**config.mk**
```make
export PLATFORM = sky130hd
export DESIGN_NAME = circular_grid_point_index
export DESIGN_NICKNAME = d
export VERILOG_FILES = /design/src/hw/rtl/cgpi_pkg.sv /design/src/hw/rtl/cgpi_seq.sv /design/src/hw/rtl/cgpi_datapath.sv /design/src/hw/rtl/circular_grid_point_index.sv
export SDC_FILE = /design/constraint.sdc
export NUM_CORES = 1
export LEC_CHECK = 0
export ABC_AREA = 1
export CAP_MARGIN = 20
export CORE_MARGIN = 3
export CORE_UTILIZATION = 46
export CTS_CLUSTER_SIZE = 20
export DETAILED_ROUTE_END_ITERATION = 7
export DONT_BUFFER_PORTS = 1
export MAX_ROUTING_LAYER = met4
export SLEW_MARGIN = 0
export SYNTH_ARGS = -nofsm -noshare
export SYNTH_HDL_FRONTEND = slang
export SYNTH_SLANG_ARGS = --single-unit
```
**constraint.sdc**
```tcl
create_clock -name clk -period 11.85 [get_ports clk]
set_input_delay 2.37 -clock clk [delete_from_list [all_inputs] [get_ports clk]]
set_output_delay 2.37 -clock clk [all_outputs]
set_load 0.01 [all_outputs]
```
**src/hw/rtl/cgpi_pkg.sv**
```systemverilog
// ----------------------------------------------------------------------------
// cgpi_pkg
// Grid geometry, per-column tables and microcode for the grid point indexer.
// ----------------------------------------------------------------------------
package cgpi_pkg;

  localparam int BINS_PER_AXIS   = 38;
  localparam int BIN_WIDTH_UNITS = 80;
  localparam int RADIUS_UNITS    = 1480;

  localparam int COORD_W   = 12;
  localparam int ACC_W     = 13;
  localparam int OUT_PN_W  = 11;
  localparam int OUT_BIN_W = 6;
  localparam int IN_DATA_W  = 24;
  localparam int OUT_DATA_W = 24;

  localparam int BIN_W = $clog2(BINS_PER_AXIS + 1);
  localparam int IDX_W = (BINS_PER_AXIS > 2) ? $clog2(BINS_PER_AXIS) : 1;
  localparam int PN_W  = $clog2(BINS_PER_AXIS * BINS_PER_AXIS + 1);
  localparam int D_W   = $clog2(2 * (BINS_PER_AXIS - 1) * (BINS_PER_AXIS - 1) + 1);

  typedef logic [BIN_W-1:0] bin_t;
  typedef logic [IDX_W-1:0] col_idx_t;
  typedef logic [PN_W-1:0]  pn_t;
  typedef logic [D_W-1:0]   dist_t;
  typedef logic signed [ACC_W-1:0] acc_t;

  typedef bin_t col_bin_tab_t [BINS_PER_AXIS];
  typedef pn_t  col_pn_tab_t  [BINS_PER_AXIS];

  localparam bin_t BIN_ONE = BIN_W'(1);
  localparam bin_t BIN_MID = BIN_W'(BINS_PER_AXIS / 2);
  localparam bin_t BIN_MAX = BIN_W'(BINS_PER_AXIS);
  localparam acc_t W_ACC   = ACC_W'(BIN_WIDTH_UNITS);

  // points in column i: twice the half-up rounded half chord, in bins
  function automatic int col_count_f(int i);
    longint xc2;
    longint e;
    longint r2;
    int     k;
    bit     stop;
    xc2  = longint'(2 * i + 1 - BINS_PER_AXIS) * longint'(BIN_WIDTH_UNITS);
    r2   = 4 * longint'(RADIUS_UNITS) * longint'(RADIUS_UNITS);
    k    = 0;
    stop = 1'b0;
    for (int t = 1; t <= BINS_PER_AXIS / 2; t++) begin
      e = longint'(2 * t - 1) * longint'(BIN_WIDTH_UNITS);
      if (!stop && (e * e + xc2 * xc2 <= r2)) k = t;
      else stop = 1'b1;
    end
    return 2 * k;
  endfunction

  function automatic col_bin_tab_t build_lo();
    col_bin_tab_t tab;
    for (int i = 0; i < BINS_PER_AXIS; i++)
      tab[i] = BIN_W'((BINS_PER_AXIS - col_count_f(i)) / 2 + 1);
    return tab;
  endfunction

  function automatic col_bin_tab_t build_hi();
    col_bin_tab_t tab;
    for (int i = 0; i < BINS_PER_AXIS; i++)
      tab[i] = BIN_W'((BINS_PER_AXIS - col_count_f(i)) / 2 + col_count_f(i));
    return tab;
  endfunction

  function automatic col_pn_tab_t build_prefix();
    col_pn_tab_t tab;
    int          sum;
    sum = 0;
    for (int i = 0; i < BINS_PER_AXIS; i++) begin
      tab[i] = PN_W'(sum);
      sum    = sum + col_count_f(i);
    end
    return tab;
  endfunction

  function automatic int total_points_f();
    int sum;
    sum = 0;
    for (int i = 0; i < BINS_PER_AXIS; i++) sum = sum + col_count_f(i);
    return sum;
  endfunction

  // lowest and highest valid row per column, points before each column
  localparam col_bin_tab_t COL_LO     = build_lo();
  localparam col_bin_tab_t COL_HI     = build_hi();
  localparam col_pn_tab_t  COL_PREFIX = build_prefix();
  localparam int           TOTAL_POINTS = total_points_f();

  function automatic col_idx_t col_of(bin_t b);
    bin_t t;
    t = b - BIN_ONE;
    return t[IDX_W-1:0];
  endfunction

  function automatic logic bin_valid(bin_t bx, bin_t by);
    col_idx_t c;
    c = col_of(bx);
    return (by >= COL_LO[c]) && (by <= COL_HI[c]);
  endfunction

  function automatic pn_t point_of(bin_t bx, bin_t by);
    col_idx_t c;
    c = col_of(bx);
    return COL_PREFIX[c] + PN_W'(by) - PN_W'(COL_LO[c]);
  endfunction

  // datapath operations and jump conditions
  typedef enum logic [2:0] {
    OP_LOAD,
    OP_BIN,
    OP_SCAN_INIT,
    OP_SCAN,
    OP_EMIT
  } op_t;

  typedef enum logic [2:0] {
    COND_IN_FIRE,
    COND_BIN_DONE,
    COND_HIT_OK,
    COND_SCAN_END,
    COND_OUT_FREE
  } cond_t;

  typedef logic [2:0] step_t;

  localparam int    NUM_STEPS  = 5;
  localparam step_t STEP_LOAD  = 3'd0;
  localparam step_t STEP_BIN   = 3'd1;
  localparam step_t STEP_CHECK = 3'd2;
  localparam step_t STEP_SCAN  = 3'd3;
  localparam step_t STEP_EMIT  = 3'd4;

  typedef struct packed {
    op_t   op;
    cond_t cond;
    step_t jump;  // taken when cond holds
    step_t alt;   // taken otherwise
  } ucode_t;

  localparam ucode_t UCODE [NUM_STEPS] = '{
    '{OP_LOAD,      COND_IN_FIRE,  STEP_BIN,  STEP_LOAD},
    '{OP_BIN,       COND_BIN_DONE, STEP_CHECK, STEP_BIN},
    '{OP_SCAN_INIT, COND_HIT_OK,   STEP_EMIT, STEP_SCAN},
    '{OP_SCAN,      COND_SCAN_END, STEP_EMIT, STEP_SCAN},
    '{OP_EMIT,      COND_OUT_FREE, STEP_LOAD, STEP_EMIT}
  };

  typedef struct packed {
    logic in_fire;
    logic bin_done;
    logic hit_ok;
    logic scan_end;
    logic out_free;
  } status_t;

endpackage

```
**src/hw/rtl/cgpi_seq.sv**
```systemverilog
// ----------------------------------------------------------------------------
// cgpi_seq
// Step counter and microcode ROM; picks the next step from a datapath flag.
// ----------------------------------------------------------------------------
module cgpi_seq
  import cgpi_pkg::*;
(
  input  logic    clk,
  input  logic    rst,
  input  status_t status,
  output op_t     op
);

  step_t  pc;
  step_t  pc_next;
  ucode_t uw;
  logic   cond_ok;

  assign uw = UCODE[pc];
  assign op = uw.op;

  always_comb begin
    case (uw.cond)
      COND_IN_FIRE:  cond_ok = status.in_fire;
      COND_BIN_DONE: cond_ok = status.bin_done;
      COND_HIT_OK:   cond_ok = status.hit_ok;
      COND_SCAN_END: cond_ok = status.scan_end;
      COND_OUT_FREE: cond_ok = status.out_free;
      default:       cond_ok = 1'b0;
    endcase
    pc_next = cond_ok ? uw.jump : uw.alt;
  end

  always_ff @(posedge clk) begin
    if (rst) begin
      pc <= STEP_LOAD;
    end else begin
      pc <= pc_next;
    end
  end

endmodule

```
**src/hw/rtl/cgpi_datapath.sv**
```systemverilog
// ----------------------------------------------------------------------------
// cgpi_datapath
// Binning by repeated add/subtract, nearest-bin scan and the output register.
// ----------------------------------------------------------------------------
module cgpi_datapath
  import cgpi_pkg::*;
(
  input  logic                  clk,
  input  logic                  rst,
  input  op_t                   op,
  output status_t               status,
  input  logic                  s_tvalid,
  output logic                  s_tready,
  input  logic [IN_DATA_W-1:0]  s_tdata,   // pos_x[11:0], pos_y[23:12]
  output logic                  m_tvalid,
  input  logic                  m_tready,
  output logic [OUT_DATA_W-1:0] m_tdata,   // point_number[10:0], column_bin[16:11],
                                           // row_bin[22:17], zero pad[23]
  output logic                  m_tuser    // snapped
);

  acc_t  acc_x, acc_y;
  bin_t  bx, by;
  bin_t  si, sj;
  bin_t  best_i, best_j;
  dist_t best_d;
  logic  best_found;

  logic  in_fire;
  logic  x_up, x_dn, y_up, y_dn;
  logic  hit_ok, cand_ok, take, out_free;
  dist_t ai, aj;
  dist_t d;
  bin_t  fx, fy;
  logic  found, snap;
  pn_t   pn;

  assign s_tready = (op == OP_LOAD);
  assign in_fire  = s_tvalid && s_tready;
  assign out_free = !m_tvalid || m_tready;

  // BIN_MID + ceil(coord / width) one bin per cycle, stopping at the grid edge
  assign x_up = (acc_x > 0) && (bx < BIN_MAX);
  assign x_dn = (acc_x <= -W_ACC) && (bx > BIN_ONE);
  assign y_up = (acc_y > 0) && (by < BIN_MAX);
  assign y_dn = (acc_y <= -W_ACC) && (by > BIN_ONE);

  assign hit_ok  = bin_valid(bx, by);
  assign cand_ok = bin_valid(si, sj);

  // absolute bin distances, squared at full distance width
  assign ai = (si >= bx) ? D_W'(si - bx) : D_W'(bx - si);
  assign aj = (sj >= by) ? D_W'(sj - by) : D_W'(by - sj);
  assign d  = ai * ai + aj * aj;
  // strict compare: first minimum in column-major order wins
  assign take = cand_ok && (!best_found || (d < best_d));

  always_comb begin
    status.in_fire  = in_fire;
    status.bin_done = !(x_up || x_dn || y_up || y_dn);
    status.hit_ok   = hit_ok;
    status.scan_end = (si == BIN_MAX) && (sj == BIN_MAX);
    status.out_free = out_free;
  end

  always_comb begin
    snap  = !hit_ok && best_found;
    found = hit_ok || best_found;
    fx    = snap ? best_i : bx;
    fy    = snap ? best_j : by;
    pn    = found ? point_of(fx, fy) : '0;
  end

  always_ff @(posedge clk) begin
    case (op)
      OP_LOAD: begin
        if (in_fire) begin
          acc_x <= ACC_W'($signed(s_tdata[COORD_W-1:0]));
          acc_y <= ACC_W'($signed(s_tdata[2*COORD_W-1:COORD_W]));
          bx    <= BIN_MID;
          by    <= BIN_MID;
        end
      end
      OP_BIN: begin
        if (x_up) begin
          acc_x <= acc_x - W_ACC;
          bx    <= bx + BIN_ONE;
        end else if (x_dn) begin
          acc_x <= acc_x + W_ACC;
          bx    <= bx - BIN_ONE;
        end
        if (y_up) begin
          acc_y <= acc_y - W_ACC;
          by    <= by + BIN_ONE;
        end else if (y_dn) begin
          acc_y <= acc_y + W_ACC;
          by    <= by - BIN_ONE;
        end
      end
      OP_SCAN_INIT: begin
        si         <= BIN_ONE;
        sj         <= BIN_ONE;
        best_found <= 1'b0;
      end
      OP_SCAN: begin
        if (take) begin
          best_d     <= d;
          best_i     <= si;
          best_j     <= sj;
          best_found <= 1'b1;
        end
        if (sj == BIN_MAX) begin
          sj <= BIN_ONE;
          si <= si + BIN_ONE;
        end else begin
          sj <= sj + BIN_ONE;
        end
      end
      default: begin
      end
    endcase
  end

  always_ff @(posedge clk) begin
    if (rst) begin
      m_tvalid <= 1'b0;
    end else if (op == OP_EMIT && out_free) begin
      m_tvalid <= 1'b1;
    end else if (m_tready) begin
      m_tvalid <= 1'b0;
    end
  end

  always_ff @(posedge clk) begin
    if (op == OP_EMIT && out_free) begin
      m_tdata <= {1'b0, OUT_BIN_W'(fy), OUT_BIN_W'(fx), OUT_PN_W'(pn)};
      m_tuser <= snap;
    end
  end

endmodule

```
**src/hw/rtl/circular_grid_point_index.sv**
```systemverilog
// Steps: load, binning one bin per cycle, check and emit; a hit bin outside
//   the circle adds a full scan of all 38 x 38 bins, one bin per cycle.
// Flow: one beat in flight at a time; the next beat can be taken in the cycle after
//   the result enters the output register.
// Reset: synchronous, active high; clears the step counter and output valid.
// ----------------------------------------------------------------------------
// circular_grid_point_index
// Maps a hit position to the number of the nearest grid point in the circle.
// ----------------------------------------------------------------------------
module circular_grid_point_index
  import cgpi_pkg::*;
(
  input  logic                  clk,
  input  logic                  rst,
  input  logic                  s_tvalid,
  output logic                  s_tready,
  input  logic [IN_DATA_W-1:0]  s_tdata,   // pos_x[11:0], pos_y[23:12]
  output logic                  m_tvalid,
  input  logic                  m_tready,
  output logic [OUT_DATA_W-1:0] m_tdata,   // point_number[10:0], column_bin[16:11],
                                           // row_bin[22:17], zero pad[23]
  output logic                  m_tuser    // snapped
);

  op_t     op;
  status_t status;

  cgpi_seq u_seq (
    .clk    (clk),
    .rst    (rst),
    .status (status),
    .op     (op)
  );

  cgpi_datapath u_dp (
    .clk      (clk),
    .rst      (rst),
    .op       (op),
    .status   (status),
    .s_tvalid (s_tvalid),
    .s_tready (s_tready),
    .s_tdata  (s_tdata),
    .m_tvalid (m_tvalid),
    .m_tready (m_tready),
    .m_tdata  (m_tdata),
    .m_tuser  (m_tuser)
  );

endmodule

```
==> impl_table.tex <==
\begin{tabular}{lr}
\hline
Metric & Value \\
\hline
\multicolumn{2}{l}{\textbf{Routing}} \\
\quad Starting DRC count in detailed routing & roughly 620 \\
\quad Vias per cell & around 5.3 \\
\quad Final routed wire length divided by cell count & between 15 and 20 um \\
\quad DRC violation count after routing & 0 \\
\quad Routed wire length & roughly 28 mm \\
\quad Number of iterations in the first detailed-routing pass & 5 \\
\quad Residual antenna-violating net count after detailed routing & 0 \\
\quad Total number of vias & around 9,400 \\
\multicolumn{2}{l}{\textbf{Setup path}} \\
\quad Data required time of the worst path & roughly 12,000 ps \\
\quad Critical path depth in cells & 33 \\
\quad Critical path type & reg -> reg \\
\quad Peak per-stage delay on the critical path & $\sim$670 ps \\
\quad Kind of cell adding the most delay to the critical path & adder cells \\
\quad Crit. End Element & register \\
\quad Crit path buf inv count & 7 \\
\quad Arrival @ worst endpoint & roughly 9700 ps \\
\quad Number of cell instances on the worst register-to-register path & 33 \\
\quad Critical Path Start Type & register \\
\quad CP Max Fanout & 24 \\
\quad Worst-path cell with the longest stage delay & sky130\_fd\_sc\_hd\_\_inv\_1 \\
\multicolumn{2}{l}{\textbf{Synth}} \\
\quad Count of unique library cells instantiated by Yosys & 50 \\
\quad Number of synthesized register bits & 103 \\
\quad Syn Area/Cell & between 8 and 9 um\^{}2 \\
\quad Yosys synthesis warning count & 0 \\
\quad Post-synth ARST share & 0\% \\
\quad EDFF count, synth & 99 \\
\quad Cell area after synthesis & about 12,000 um\^{}2 \\
\quad Syn nets & 1,727 \\
\quad Count of mapped cells out of synthesis & about 1,500 \\
\quad Prevailing post-synth register cell & sky130\_fd\_sc\_hd\_\_edfxtp\_1 \\
\quad Part of the Yosys area used for sequential elements & about 26\% \\
\multicolumn{2}{l}{\textbf{Timing}} \\
\quad Minimum setup slack in the final design & approximately 2100 ps \\
\quad Final hold slack & around 530 ps \\
\quad Final setup violation count & 0 \\
\quad Max Freq & approximately 0.1 GHz \\
\quad Worst clock skew on the final layout & 11.3 ps \\
\quad Relative max-transition margin & between 30\% and 40\% \\
\quad Transition time at the pin with the least slew margin & 949 ps \\
\quad Setup repair after global routing missed its margin & no \\
\quad Final worst path period share & between 80\% and 90\% \\
\quad Hold Violations, Final & 0 \\
\quad Setup tns final & 0 ps \\
\quad Shortest clock period the worst path allows after layout & around 9700 ps \\
\quad Final-report max-slew violation count & 0 \\
\multicolumn{2}{l}{\textbf{Clock tree}} \\
\quad Clock buffer count from CTS & 9 \\
\quad Root Buffer Master & sky130\_fd\_sc\_hd\_\_clkbuf\_16 \\
\quad Number of buffers inserted to repair setup after CTS & 0 \\
\quad TritonCTS clock tree & done \\
\quad Worst-skew pair later-pin latency & between 300 and 400 ps \\
\quad Maximum root-to-sink buffer count & 2 \\
\quad Hold buffer count at CTS & 0 \\
\quad Clock-pin slew reported for the worst setup and hold paths after clock tree synthesis & approximately 80 ps \\
\quad Count of H-tree levels built during CTS & 3 \\
\quad Post-CTS sizing & 0 \\
\quad Sink count of the clock tree & 103 \\
\multicolumn{2}{l}{\textbf{Die}} \\
\quad Vertical extent of the die & 167 um \\
\quad Total die area & 28,000 um\^{}2 \\
\quad Row Count & 58 \\
\quad Floorplan Core Area & between 20,000 and 30,000 um\^{}2 \\
\quad I/O pin cnt & between 50 and 60 \\
\quad Initial Utilization & between 40\% and 50\% \\
\quad Die boundary width & 167 um \\
\multicolumn{2}{l}{\textbf{GRT}} \\
\quad Total grt overflow & 0 \\
\quad Global-route wire length before repair & 46.6 mm \\
\quad Number of global-route vias before repair & 9,448 \\
\quad Antenna violations before repair & 0 \\
\quad GR Util All Layers & between 20\% and 30\% \\
\quad Largest net degree at the start of global routing & 34 \\
\multicolumn{2}{l}{\textbf{Final layout}} \\
\quad Top library cells by usage in the layout, fill and taps aside & 306 x sky130\_fd\_sc\_hd\_\_inv\_1, 215 x sky130\_fd\_sc\_hd\_\_nand2\_1, 163 x sky130\_fd\_sc\_hd\_\_ha\_1, 152 x sky130\_fd\_sc\_hd\_\_nor2\_1, 99 x sky130\_fd\_sc\_hd\_\_edfxtp\_1 \\
\quad Most frequent standard cell in the layout excluding fill and tap cells & sky130\_fd\_sc\_hd\_\_inv\_1 \\
\quad Area taken by multi-input logic gates & about 7600 um\^{}2 \\
\quad Ant diodes & 0 \\
\quad Fraction of final layout cells sized beyond drive strength 1 & $\sim$4.5\% \\
\quad Number of inserted filler cells in the final layout & between 2,000 and 2,500 \\
\quad Synthesis-to-finish area growth & 5.42\% \\
\quad Sequential cell area & $\sim$3100 um\^{}2 \\
\quad Layout Nets & 1,726 \\
\multicolumn{2}{l}{\textbf{Run}} \\
\quad Max Cap Viol & 0 \\
\multicolumn{2}{l}{\textbf{Place}} \\
\quad Post-Place Worst Slack & roughly 2100 ps \\
\quad Routability-driven placement congestion ratio & 0.930 \\
\quad Detailed-placement wirelength estimate & $\sim$23 mm \\
\quad Port-buffer cells & 0 \\
\multicolumn{2}{l}{\textbf{Worst hold path}} \\
\quad Hold Path Depth & 2 \\
\quad Worst min-delay path category & reg -> reg \\
\multicolumn{2}{l}{\textbf{Outcome}} \\
\quad Status & complete, no violations \\
\hline
\end{tabular}
-- registers in the layout, indices dropped and copies added, names as in the netlist --
register and count:
u_dp.m_tdata 23, u_dp.acc_x 13, u_dp.acc_y 13, u_dp.best_d 12, u_dp.best_i 6, u_dp.best_j 6
u_dp.bx 6, u_dp.by 6, u_dp.si 6, u_dp.sj 6, u_seq.pc 3, u_dp.best_found 1
u_dp.m_tuser 1, u_dp.m_tvalid 1
-- through the flow --
stage	area, um^2	instances	utilization [%]
2_1_floorplan	12000	1453	-
3_3_place_gp	12300	1771	48.5
3_5_place_dp	12300	1771	48.5
4_1_cts	12600	1787	49.6
5_1_grt	12600	1787	49.6
6_report	12600	1787	49.6
-- path summary, 6_finish.rpt --
path | startpoint | endpoint | slack, ps
setup / recovery | u_dp.si[1] | u_dp.best_j[2] | 2100
hold / removal | u_seq.pc[2] | u_dp.m_tvalid | 530
setup reg to reg | u_dp.si[1] | u_dp.best_j[2] | 2100
hold reg to reg | u_seq.pc[2] | u_dp.m_tvalid | 530
-- synthesized netlist by cell type, drive strengths merged (8+ instances only) --
cell type,number,share of area (%)
nand2,230,7.7
xor2,32,2.4
ha,163,17
o31ai,9,0.56
a21oi,67,2.8
nor4,9,0.47
nand4,10,0.52
buf,9,0.65
inv,317,10
clkbuf,8,0.25
nand3,54,2.5
fa,83,14
xnor2,23,1.7
a31oi,9,0.47
nor3,15,0.63
edfxtp,99,25
o21bai,8,0.50
a211oi,11,0.69
o21ai,94,4.0
nor2,154,4.9
-- logic make-up after synthesis --
logic type                 synth area share, %
DFF                                       25.5
and+or+nand+nor                           17.3
other                                   0.0314
xor gates and xnor gates                  4.09
muxes                                    0.335
AOI/OAI and AO/OA                         10.9
adders and majority gates                 31.0
buffers and inverters                     10.9
-- worst min-delay path, delay by kind of cell (launching register included) --
kind	cells	cell delay, ps
AO/OA/AOI/OAI	1	70
buffers and inverters	1	90
flip-flops	1	340
-- per-layer routing --
layer  share of wire [%]  GRT usage [%]
met5                   0              -
met4                 2.1           5.19
met1                  46           27.4
met2                  47           34.4
met3                 4.4           3.26
-- layout make-up --
cell class	instances	area share [%]
well taps	330	3.28
inverters	317	9.44
clock buffers	9	1.79
multi-input cells	1016	60.4
flip-flops and latches	103	24.2
clock inverters	7	0.586
repair buffers	5	0.298
Power is left out: the tool's default activity adds up to more than one toggle a clock period on the data nets, which glitch-free logic cannot reach.
